**config.mk**
```make
export PLATFORM = sky130hd
export DESIGN_NAME = ir_distance_linearize_average
export DESIGN_NICKNAME = d
export VERILOG_FILES = /design/src/rtl/idla_pkg.sv /design/src/rtl/ir_distance_linearize_average.sv
export VERILOG_INCLUDE_DIRS = /design/src /design/src/rtl
export SDC_FILE = /design/constraint.sdc
export NUM_CORES = 1
export LEC_CHECK = 0
export ABC_AREA = 1
export BUFFER_PORTS_ARGS = -buffer_cell sky130_fd_sc_hd__buf_2
export CAP_MARGIN = 10
export CORE_MARGIN = 2
export CORE_UTILIZATION = 25
export DETAILED_ROUTE_END_ITERATION = 16
export PLACE_DENSITY = 0.47
export SETUP_SLACK_MARGIN = 0.02
export SYNTH_ARGS = -nofsm -noshare
export SYNTH_HDL_FRONTEND = slang
export SYNTH_SLANG_ARGS = --single-unit
```
**constraint.sdc**
```tcl
create_clock -name clk_i -period 7.6 [get_ports clk_i]
set_input_delay 1.52 -clock clk_i [delete_from_list [all_inputs] [get_ports clk_i]]
set_output_delay 1.52 -clock clk_i [all_outputs]
set_load 0.01 [all_outputs]
```
**src/rtl/ir_distance_linearize_average_defines.svh**
```systemverilog
// assertion macros for the ir distance linearizer block
// clocked on clk_i; IDLA_ASSERT is disabled while rst_ni is low, IDLA_ASSERT_ALWAYS is not
`ifndef IR_DISTANCE_LINEARIZE_AVERAGE_DEFINES_SVH
`define IR_DISTANCE_LINEARIZE_AVERAGE_DEFINES_SVH

`ifndef NO_ASSERTIONS

`define IDLA_ASSERT(lbl, prop, msg) \
  lbl: assert property (@(posedge clk_i) disable iff (!rst_ni) (prop)) else $error(msg);

`define IDLA_ASSERT_ALWAYS(lbl, prop, msg) \
  lbl: assert property (@(posedge clk_i) (prop)) else $error(msg);

`else

`define IDLA_ASSERT(lbl, prop, msg)

`define IDLA_ASSERT_ALWAYS(lbl, prop, msg)

`endif

`endif

```
**src/rtl/idla_pkg.sv**
```systemverilog
// constants, types and segment table for the ir distance linearizer
// no dependencies
`timescale 1ns / 1ps

package idla_pkg;

  localparam int CHANNELS  = 6;
  localparam int AVG_COUNT = 10;

  localparam int CH_W      = 3;
  localparam int CODE_W    = 12;
  localparam int DIST_W    = 7;
  localparam int SUM_W     = 10;
  localparam int CNT_W     = 4;
  localparam int CH_IDX_W  = (CHANNELS > 1) ? $clog2(CHANNELS) : 1;
  localparam int CH_EXT_W  = 5;

  localparam int ICPT_W    = 24;
  localparam int SLOPE_W   = 14;
  localparam int PROD_W    = SLOPE_W + CODE_W;
  localparam int DIFF_W    = PROD_W + 1;
  localparam int FRAC_W    = 16;

  // mean by reciprocal multiply, exact for any sum below 2**SUM_W
  localparam int DIV_SHIFT = 20;
  localparam int RECIP_W   = DIV_SHIFT + 1;
  localparam logic [RECIP_W-1:0] DIV_RECIP =
    RECIP_W'(((1 << DIV_SHIFT) + AVG_COUNT - 1) / AVG_COUNT);
  localparam int QUOT_W    = SUM_W + RECIP_W;

  localparam int SEG_N = 6;
  localparam logic [CODE_W-1:0] CODE_NEAR = 12'd2978;

  localparam logic [CODE_W-1:0]  SEG_ABOVE [SEG_N] =
    '{12'd1700, 12'd1116, 12'd980, 12'd856, 12'd620, 12'd546};
  localparam logic [ICPT_W-1:0]  SEG_ICPT  [SEG_N] =
    '{24'd2182349, 24'd3221094, 24'd7328236, 24'd7798784, 24'd5657068, 24'd11796480};
  localparam logic [SLOPE_W-1:0] SEG_SLOPE [SEG_N] =
    '{14'd513, 14'd1123, 14'd4801, 14'd5281, 14'd2780, 14'd13203};

  localparam logic [ICPT_W-1:0] ICPT_NEAR = ICPT_W'(10 << FRAC_W);
  localparam logic [ICPT_W-1:0] ICPT_FAR  = ICPT_W'(80 << FRAC_W);

  typedef struct packed {
    logic [ICPT_W-1:0]  icpt;
    logic [SLOPE_W-1:0] slope;
  } seg_t;

  typedef struct packed {
    logic [SUM_W-1:0] sum;
    logic [CNT_W-1:0] cnt;
  } ent_t;

  // first matching segment wins, flat ends carry a zero slope
  function automatic seg_t seg_coef(input logic [CODE_W-1:0] code);
    seg_t res;
    res.icpt  = ICPT_FAR;
    res.slope = '0;
    for (int i = SEG_N - 1; i >= 0; i--) begin
      if (code > SEG_ABOVE[i]) begin
        res.icpt  = SEG_ICPT[i];
        res.slope = SEG_SLOPE[i];
      end
    end
    if (code > CODE_NEAR) begin
      res.icpt  = ICPT_NEAR;
      res.slope = '0;
    end
    return res;
  endfunction

endpackage

```
**src/rtl/ir_distance_linearize_average.sv**
```systemverilog
// ir distance linearizer with per-channel averaging, top level
// uses idla_pkg and ir_distance_linearize_average_defines.svh
`timescale 1ns / 1ps

// Takes one sample per cycle (channel on tuser, 12-bit converter code on tdata) unless stalled,
// maps the code to whole centimetres through a piecewise-linear segment table, and accumulates
// per channel. Every AVG_COUNT samples of a channel it sends the truncated mean on the output
// stream and clears that channel. Channels at or above CHANNELS are dropped. Throughput is one
// sample per cycle while not stalled; a result passes through stage 1, stage 2 and the output
// register. The per-channel sums and counts live in a small synchronous memory that is read one
// stage ahead and written back the stage after, with a bypass when back-to-back samples hit one
// channel. The input stalls only when a sample completing an average meets a result that is
// still waiting to be taken. Reset clears all channels at once.
module ir_distance_linearize_average (
  input  logic                        clk_i,
  input  logic                        rst_ni,
  input  logic                        s_axis_tvalid,
  output logic                        s_axis_tready,
  input  logic [15:0]                 s_axis_tdata,  // [11:0] sample_code, rest zero
  input  logic [idla_pkg::CH_W-1:0]   s_axis_tuser,  // [2:0] channel
  output logic                        m_axis_tvalid,
  input  logic                        m_axis_tready,
  output logic [7:0]                  m_axis_tdata,  // [6:0] average_distance_cm, rest zero
  output logic [idla_pkg::CH_W-1:0]   m_axis_tuser   // [2:0] out_channel
);
  import idla_pkg::*;

  `include "ir_distance_linearize_average_defines.svh"

  logic                 adv;
  logic [CH_EXT_W-1:0]  in_ch_ext;

  // stage 1: registered input
  logic                 s1_vld_q;
  logic [CH_W-1:0]      s1_ch_q;
  logic [CH_IDX_W-1:0]  s1_idx_q;
  logic [CODE_W-1:0]    s1_code_q;
  seg_t                 s1_seg;
  logic [PROD_W-1:0]    s1_prod;

  // stage 2: product and memory read data
  logic                 s2_vld_q;
  logic [CH_W-1:0]      s2_ch_q;
  logic [CH_IDX_W-1:0]  s2_idx_q;
  logic [ICPT_W-1:0]    s2_icpt_q;
  logic [PROD_W-1:0]    s2_prod_q;
  logic                 s2_rvld_q;
  ent_t                 s2_rdata_q;
  logic                 fwd_q;
  ent_t                 fwd_data_q;

  logic [DIFF_W-1:0]    s2_diff;
  logic [DIST_W-1:0]    s2_dist;
  ent_t                 s2_old;
  ent_t                 s2_new;
  logic                 s2_emit;
  ent_t                 wr_data;
  logic                 wr_en;
  logic [QUOT_W-1:0]    s2_quot;

  ent_t                 mem_q [CHANNELS];
  logic [CHANNELS-1:0]  ent_vld_q;

  logic                 out_vld_q;
  logic [CH_W-1:0]      out_ch_q;
  logic [DIST_W-1:0]    out_avg_q;

  // stall only when a finishing sample would overwrite a held result
  assign adv = !(s2_vld_q && s2_emit && out_vld_q && !m_axis_tready);
  assign s_axis_tready = adv;

  assign in_ch_ext = CH_EXT_W'(s_axis_tuser);

  always_ff @(posedge clk_i or negedge rst_ni) begin
    if (!rst_ni) begin
      s1_vld_q <= 1'b0;
      s2_vld_q <= 1'b0;
      fwd_q    <= 1'b0;
    end else if (adv) begin
      s1_vld_q <= s_axis_tvalid && (in_ch_ext < CH_EXT_W'(CHANNELS));
      s2_vld_q <= s1_vld_q;
      fwd_q    <= wr_en && s1_vld_q && (s2_idx_q == s1_idx_q);
    end
  end

  always_ff @(posedge clk_i) begin
    if (adv) begin
      s1_ch_q    <= s_axis_tuser;
      s1_idx_q   <= CH_IDX_W'(in_ch_ext);
      s1_code_q  <= s_axis_tdata[CODE_W-1:0];
      s2_ch_q    <= s1_ch_q;
      s2_idx_q   <= s1_idx_q;
      s2_icpt_q  <= s1_seg.icpt;
      s2_prod_q  <= s1_prod;
      fwd_data_q <= wr_data;
    end
  end

  assign s1_seg  = seg_coef(s1_code_q);
  assign s1_prod = PROD_W'(s1_seg.slope) * PROD_W'(s1_code_q);

  // memory read, registered into stage 2
  always_ff @(posedge clk_i) begin
    if (adv) begin
      s2_rdata_q <= mem_q[s1_idx_q];
      s2_rvld_q  <= ent_vld_q[s1_idx_q];
    end
  end

  always_ff @(posedge clk_i) begin
    if (wr_en) begin
      mem_q[s2_idx_q] <= wr_data;
    end
  end

  always_ff @(posedge clk_i or negedge rst_ni) begin
    if (!rst_ni) begin
      ent_vld_q <= '0;
    end else if (wr_en) begin
      ent_vld_q[s2_idx_q] <= 1'b1;
    end
  end

  // stage 2 arithmetic: line value, accumulate, mean
  always_comb begin
    s2_diff = DIFF_W'(s2_icpt_q) - DIFF_W'(s2_prod_q);
    s2_dist = s2_diff[DIFF_W-1] ? '0 : s2_diff[FRAC_W+DIST_W-1:FRAC_W];
    if (fwd_q) begin
      s2_old = fwd_data_q;
    end else if (s2_rvld_q) begin
      s2_old = s2_rdata_q;
    end else begin
      s2_old = '0;
    end
    s2_new.sum = s2_old.sum + SUM_W'(s2_dist);
    s2_new.cnt = s2_old.cnt + CNT_W'(1);
    s2_emit    = (s2_new.cnt >= CNT_W'(AVG_COUNT));
    wr_data    = s2_emit ? '0 : s2_new;
    wr_en      = adv && s2_vld_q;
    s2_quot    = QUOT_W'(s2_new.sum) * QUOT_W'(DIV_RECIP);
  end

  always_ff @(posedge clk_i or negedge rst_ni) begin
    if (!rst_ni) begin
      out_vld_q <= 1'b0;
    end else if (wr_en && s2_emit) begin
      out_vld_q <= 1'b1;
    end else if (m_axis_tready) begin
      out_vld_q <= 1'b0;
    end
  end

  always_ff @(posedge clk_i) begin
    if (wr_en && s2_emit) begin
      out_ch_q  <= s2_ch_q;
      out_avg_q <= s2_quot[DIV_SHIFT+DIST_W-1:DIV_SHIFT];
    end
  end

  assign m_axis_tvalid = out_vld_q;
  assign m_axis_tuser  = out_ch_q;
  assign m_axis_tdata  = {1'b0, out_avg_q};

  `IDLA_ASSERT(a_emit_reaches_out, (wr_en && s2_emit) |=> m_axis_tvalid,
               "finished average did not reach the output register")
  `IDLA_ASSERT(a_cnt_below_avg, wr_en |-> (wr_data.cnt < CNT_W'(AVG_COUNT)),
               "stored sample count reached the averaging length")
  `IDLA_ASSERT(a_avg_range, m_axis_tvalid |-> (out_avg_q <= DIST_W'(80)),
               "average distance above the far limit")
  `IDLA_ASSERT_ALWAYS(a_no_fwd_in_reset, !rst_ni |=> !fwd_q,
                      "bypass active during reset")

endmodule
```
==> impl_results.md, run 1 <==
- Endpoint class of the critical path: flip-flop
- Worst EP arrival: 7.28 ns
- CP Class: reg -> reg
- Async SR Flop Fraction: 5.18%
- Mean post-synth cell area: 8.96 sq um
- CTS root buffer: clkbuf_16
- Largest net degree at the start of global routing: 61
- Routed WL per cell: 15.2 um
- Global Route Usage Sum: 12.8%
- Ys flop type: edfxtp_1
- Nets: 2328
- Largest delay contributor family on the critical path: adder cells
- Antenna violations before repair: 0
- Setup violators final: 0
- Hold/Removal Path Class: reg -> reg
- Chip width: 268 um
- Share of cells above drive strength 1: 8.87%
- Die H: 268 um
- PortBufs: 30
- CP peak stage delay: 0.60 ns
- Clock skew: 0.0211 ns
- Core Region: 0.0687 sq mm
- Worst slew pin tran: 1.11 ns
- Ys Warns: 0
- Worst-skew pair later-pin latency: 0.48 ns
- Most frequent cell after synthesis: inv_1
- Slowest CP cell: fa_1
- Utilization after layout: 28.4%
- TritonCTS clock tree: done
- # IOs: 36
- Post-synth top cells: 392 x inv_1, 385 x nand2_1, 183 x edfxtp_1
- Worst-path clk slew: 0.09 ns
- Total grt overflow: 0
- CP max FO: 5
- Largest buffer count on any clock path: 2
- #FFs+latches synth: 193
- Fin crit share: 92.7%
- N_diodes: 0
- CP Data Required Time: 7.84 ns
- Area of the multi-input gates: 0.0101 sq mm
- Max Slew Vio Count: 0
- # DRC: 0
- CTS Sinks: 193
- Sequential cell area: 0.00575 sq mm
- MaxCap Viol Count: 0
- Post-synth EDFFs: 183
- Final hold vios: 0
- Critical path startpoint category: flip-flop
- Synth-to-layout area growth: 12.2%
- Sum of buffers and inverters on the critical path: 8
- FMAX: 0.142 GHz
- Sequential area share after synthesis: 33.1%
- Vias in the first global route: 12508
- DRT Wirelength: 44600 um
- Post-Syn Instances: 1939
- 1st-pass router iterations: 5
- Initial core utilization: 25.3%
- Row count: 96
- Synth cell types: 51
- DPL Wire Length: 35000 um
- Top post-synthesis cells by area: edfxtp_1 32%, fa_1 17%, ha_1 12%, inv_1 8.5%, nand2_1 8.3%
- Syn Std Cell Area: 0.0174 sq mm
- CTS Buf Count: 17
- Via-per-instance ratio: 4.36
- Status: finished clean
- Share of Yosys cell area claimed by the top area cell type: 31.6%
- Period minus WS final: 7.04 ns
- Worst slew margin relative to its limit: 25.8%
- Final ANT Viol Nets: 0
- DRT iter0 DRCs: 1023
- First-pass GRT wire length: 70000 um
- Vias: 12805
- Gpl congestion: 0.882
- Die area: 0.0716 sq mm
- Fillers: 7396
- H-Tree Level Count: 4
- Top cell type by total area after synthesis: edfxtp_1
metrics by stage:
stage / instance area, sq um / std cells / hold WS, ns / TNS (ns) / setup slack [ns]
after floorplan: 17400 / 1960 / 0.422 / 0 / 1.12
after global placement: 18700 / 2902 / 0.436 / 0 / 0.177
after detailed placement: 18700 / 2902 / 0.440 / 0 / 0.206
after CTS: 19300 / 2934 / 0.461 / 0 / 0.154
after global routing: 19500 / 2937 / 0.494 / -0.00969 / -0.00969
final: 19500 / 2937 / 0.459 / 0 / 0.557
final timing paths:
path                       cells past startpoint  slack, ns                       end                        start
hold / removal                                 2       0.46  ent_vld_q[3]$_DFFE_PN0P_     ent_vld_q[3]$_DFFE_PN0P_
max in group asynchronous                      1       6.50         fwd_q$_DFFE_PN0N_                       rst_ni
hold reg to reg                                2       0.46  ent_vld_q[3]$_DFFE_PN0P_     ent_vld_q[3]$_DFFE_PN0P_
setup / recovery                              34       0.56    out_avg_q[6]$_DFFE_PP_  s2_icpt_q[14]$_SDFFCE_PP0N_
min in group asynchronous                      1       0.89  ent_vld_q[3]$_DFFE_PN0P_                       rst_ni
setup reg to reg                              34       0.56    out_avg_q[6]$_DFFE_PP_  s2_icpt_q[14]$_SDFFCE_PP0N_
layout make-up:
class | count | area share, %
multi-input combinational | 1323 | 51.8
sequential | 193 | 29.5
inverter | 407 | 7.87
tap | 931 | 5.98
clock buffer | 17 | 2.18
timing repair buffer | 51 | 1.58
clock inverter | 15 | 1.11
timing repair:
action / 4_1_cts / 5_1_grt
endpoints found under the setup margin: 0 / 7
gates resized for setup: 0 / 29
hold buffers: 0 / 0
endpoints found under the hold margin: 0 / 0
buffers inserted: 0 / 3
flip-flops by register name, summed over array words and instances, names as in the netlist, 6 cells and up:
name,flops
fwd_data_q,14
s2_rdata_q,14
out_avg_q,7
s2_prod_q,26
mem_q,84
ent_vld_q,6
s1_code_q,12
s2_icpt_q,16
cells in the final DEF, fill, tap and decap left out, types with 23 or more instances in the layout:
cell,netlist,layout
nand3_1,87,86
nand2_1,385,382
fa_1,151,150
o21ai_0,51,50
conb_1,2,23
nand4_1,33,33
a21oi_1,81,76
buf_2,9,30
edfxtp_1,183,183
nor2_1,174,168
inv_1,392,392
ha_1,161,155
kinds of logic after synthesis:
logic type	synth area share (%)
xor gates and xnor gates	1.26
DFF	33.1
other	0.0432
AOI/OAI and AO/OA	7.87
adders and majority gates	29.0
and+or+nand+nor	18.7
buffers and inverters	10.1
worst reg2reg max path, delay by kind of cell (launching register included):
family,cells,cell delay [ns]
adders and majority gates,9,3.46
DFF,1,0.41
buffers and inverters,8,0.69
and+or+nand+nor,17,2.24
metal layers:
layer  vias to the layer above  GRT usage [%]  part of all wire, %
li1                       6333              -                    -
met1                      6226           17.5                   47
met2                       212           21.1                   48
met3                        34           2.07                  3.7
met4                         0           2.96                  1.2
met5                         -              0                    0
Power of run 1 is not shown: default switching activity piles up to over one toggle a cycle in this logic, so the estimate is an artifact.
==> run 2: changes to the inputs <==
Settings changed: RECOVER_POWER from default to 25, REMOVE_ABC_BUFFERS from default to 1.
==> impl_results.md, run 2 (synthesis gave the netlist of run 1 again) <==
- Status: finished with violations (was finished clean)
- Failing checks: max-capacitance violations, max-slew violations
- # DRC: 0 (unchanged)
- Setup TNS: 0 ns (unchanged)
- Period minus WS final: 7.09 ns (was 7.04 ns)
- Commonest non-fill, non-tap cell in the layout: inv_1 (unchanged)
- Worst path cell trace: inv_1, nand2_1, nor2_1, nand4_1, nand2_1, nand2_1, nand2_1, nand2_4, nor2_8, nand2_1, fa_1, inv_1, fa_1, fa_1, fa_1, fa_1, ha_1, nand2_1, o21ai_0, nor2_1, o21ai_0, nand2_1, nand3_1, nand2_1
- Vias in the first global route: 13021 (was 12508)
- Die H: 268 um (unchanged)
- DRT iter0 DRCs: 897 (was 1023)
- Clock skew: 0.0305 ns (was 0.0211 ns)
- Routed length on met3: 1630 um (was 1650 um)
- Synth-to-layout area growth: 11.9% (was 12.2%)
- CP Data Required Time: 7.83 ns (was 7.84 ns)
- Final hold vios: 0 (unchanged)
- Largest buffer count on any clock path: 2 (unchanged)
- Setup violators final: 0 (unchanged)
- Critical path startpoint category: flip-flop (unchanged)
- First-pass GRT wire length: 70300 um (was 70000 um)
- Largest net degree at the start of global routing: 69 (was 61)
- Hold WS: 0.470 ns (was 0.459 ns)
- Core Region: 0.0687 sq mm (unchanged)
- N_diodes: 0 (unchanged)
- Fillers: 7432 (was 7396)
- TritonCTS clock tree: done (unchanged)
- Non-filler cells, final: 2938 (was 2937)
- CP peak stage delay: 0.56 ns (was 0.60 ns)
- Fin crit share: 93.3% (was 92.7%)
- DRT Wirelength: 43800 um (was 44600 um)
- Placed Instances: 2904 (was 2902)
- Via-per-instance ratio: 4.40 (was 4.36)
- Row count: 96 (unchanged)
- CTS root buffer: clkbuf_16 (unchanged)
- Routed wl met2: 21200 um (was 21300 um)
- R2R Path Start: s1_code_q[5]$_DFFE_PN_ (was s2_icpt_q[14]$_SDFFCE_PP0N_)
- Worst slew pin tran: 2.28 ns (was 1.11 ns)
- Vias: 12928 (was 12805)
- Die area: 0.0716 sq mm (unchanged)
- Sequential cell area: 0.00575 sq mm (unchanged)
- Place WS: 0.196 ns (was 0.206 ns)
- Area of the multi-input gates: 0.0101 sq mm (about the same)
- Final ANT Viol Nets: 0 (unchanged)
- Hold/Removal Path Class: reg -> reg (unchanged)
- Top reg by flops: mem_q (unchanged)
- Routed WL per cell: 14.9 um (was 15.2 um)
- Initial core utilization: 25.3% (unchanged)
- Worst slew margin relative to its limit: -52.1% (was 25.8%)
- Gpl congestion: 0.882 (about the same)
- PortBufs: 30 (unchanged)
- Endpoint class of the critical path: flip-flop (unchanged)
- H-Tree Level Count: 4 (unchanged)
- Setup WS post-layout: 0.506 ns (was 0.557 ns)
- CTS Sinks: 193 (unchanged)
- # IOs: 36 (unchanged)
- Total grt overflow: 0 (unchanged)
- RSZ-0062 raised after global routing: false
- Global Route Usage Sum: 12.8% (about the same)
- Nets: 2329 (was 2328)
- CP max FO: 12 (was 5)
- Max FFs per register: 84 (unchanged)
- Antenna violations before repair: 0 (unchanged)
- 1st-pass router iterations: 5 (unchanged)
- Share of cells above drive strength 1: 8.42% (was 8.87%)
- CP Class: reg -> reg (unchanged)
- DPL Wire Length: 35000 um (about the same)
- Worst EP arrival: 7.33 ns (was 7.28 ns)
- Top Registers: mem_q (84), s2_prod_q (26), s2_icpt_q (16) (unchanged)
- Highest metal used: met4 (unchanged)
- Slowest CP cell: edfxtp_1 (was fa_1)
- Cell mode on critical path: nand2_1
- Chip width: 268 um (unchanged)
- Worst-skew pair later-pin latency: 0.49 ns (was 0.48 ns)
- Hold path start: ent_vld_q[5]$_DFFE_PN0P_ (was ent_vld_q[3]$_DFFE_PN0P_)
- Crit. Startpoint: s1_code_q[5]$_DFFE_PN_ (was s2_icpt_q[14]$_SDFFCE_PP0N_)
- Wire length on met1: 20300 um (was 21100 um)
- # hold bufs at CTS: 0 (unchanged)
- MaxCap Viol Count: 3 (was 0)
- CTS Buf Count: 17 (unchanged)
- FMAX: 0.141 GHz (was 0.142 GHz)
- Worst-path clk slew: 0.10 ns (was 0.09 ns)
- Most frequent cells in the layout: 392 x inv_1, 383 x nand2_1, 183 x edfxtp_1 (was 392 x inv_1, 382 x nand2_1, 183 x edfxtp_1)
- Max Slew Vio Count: 129 (was 0)
-- run 2: cell types whose count changed in the layout (fill, tap and decap cells not counted), moves of 2 or more --
cell      previous run  this run
clkbuf_1             0         6
buf_4               21        18
buf_2               30        28
clkinv_8             8         6
inv_8                2         4
nor2_1             168       170
nor2_2               7         5
-- run 2: critical path, delay by kind of cell (launching register included) --
kind	cells	cell delay, ns
AO/OA/AOI/OAI	2	0.64
AND/OR/NAND/NOR	14	2.49
adder cells (fa/ha/maj)	6	2.82
flip-flops	1	0.56
buffers and inverters	2	0.33
-- run 2: final timing paths --
check	end	slack, ns	depth (start not counted)
max	s2_prod_q[20]$_DFFE_PN_	0.51	24
min	ent_vld_q[5]$_DFFE_PN0P_	0.47	2
max reg2reg	s2_prod_q[20]$_DFFE_PN_	0.51	24
min reg2reg	ent_vld_q[5]$_DFFE_PN0P_	0.47	2
max in group asynchronous	ent_vld_q[0]$_DFFE_PN0P_	6.24	1
min in group asynchronous	s2_vld_q$_DFFE_PN0N_	0.98	1
-- run 2: timing repair --
action / in CTS / in global routing
gates resized for setup: 0 / 29
endpoints found under the setup margin: 0 / 7
endpoints found under the hold margin: 0 / 0
setup buffers: 0 / 2
-- run 2: per-layer routing --
| metal | up-vias | GRT usage, % |
|---|---|---|
| met4 | 0 | 3.71 |
| met1 | 6340 | 17.1 |
| met3 | 36 | 2.08 |
| met2 | 215 | 21.1 |
| li1 | 6337 | - |
| met5 | - | 0 |
-- run 2: final cells by class --
| class | instances | share of cell area [%] |
|---|---|---|
| Multi-Input combinational cell | 1323 | 51.8 |
| Clock buffer | 17 | 2.19 |
| Timing Repair Buffer | 52 | 1.53 |
| Clock inverter | 15 | 1.02 |
| Tap cell | 931 | 5.99 |
| Sequential cell | 193 | 29.6 |
| Inverter | 407 | 7.89 |
-- run 2: metrics by stage --
step / area [sq um] / utilization [%]
2_1_floorplan: 17200 / -
6_report: 19400 / 28.3
3_3_place_gp: 18700 / 27.2
4_1_cts: 19300 / 28.1
5_1_grt: 19400 / 28.3
3_5_place_dp: 18700 / 27.2
Power of run 2 is left out for the same reason.
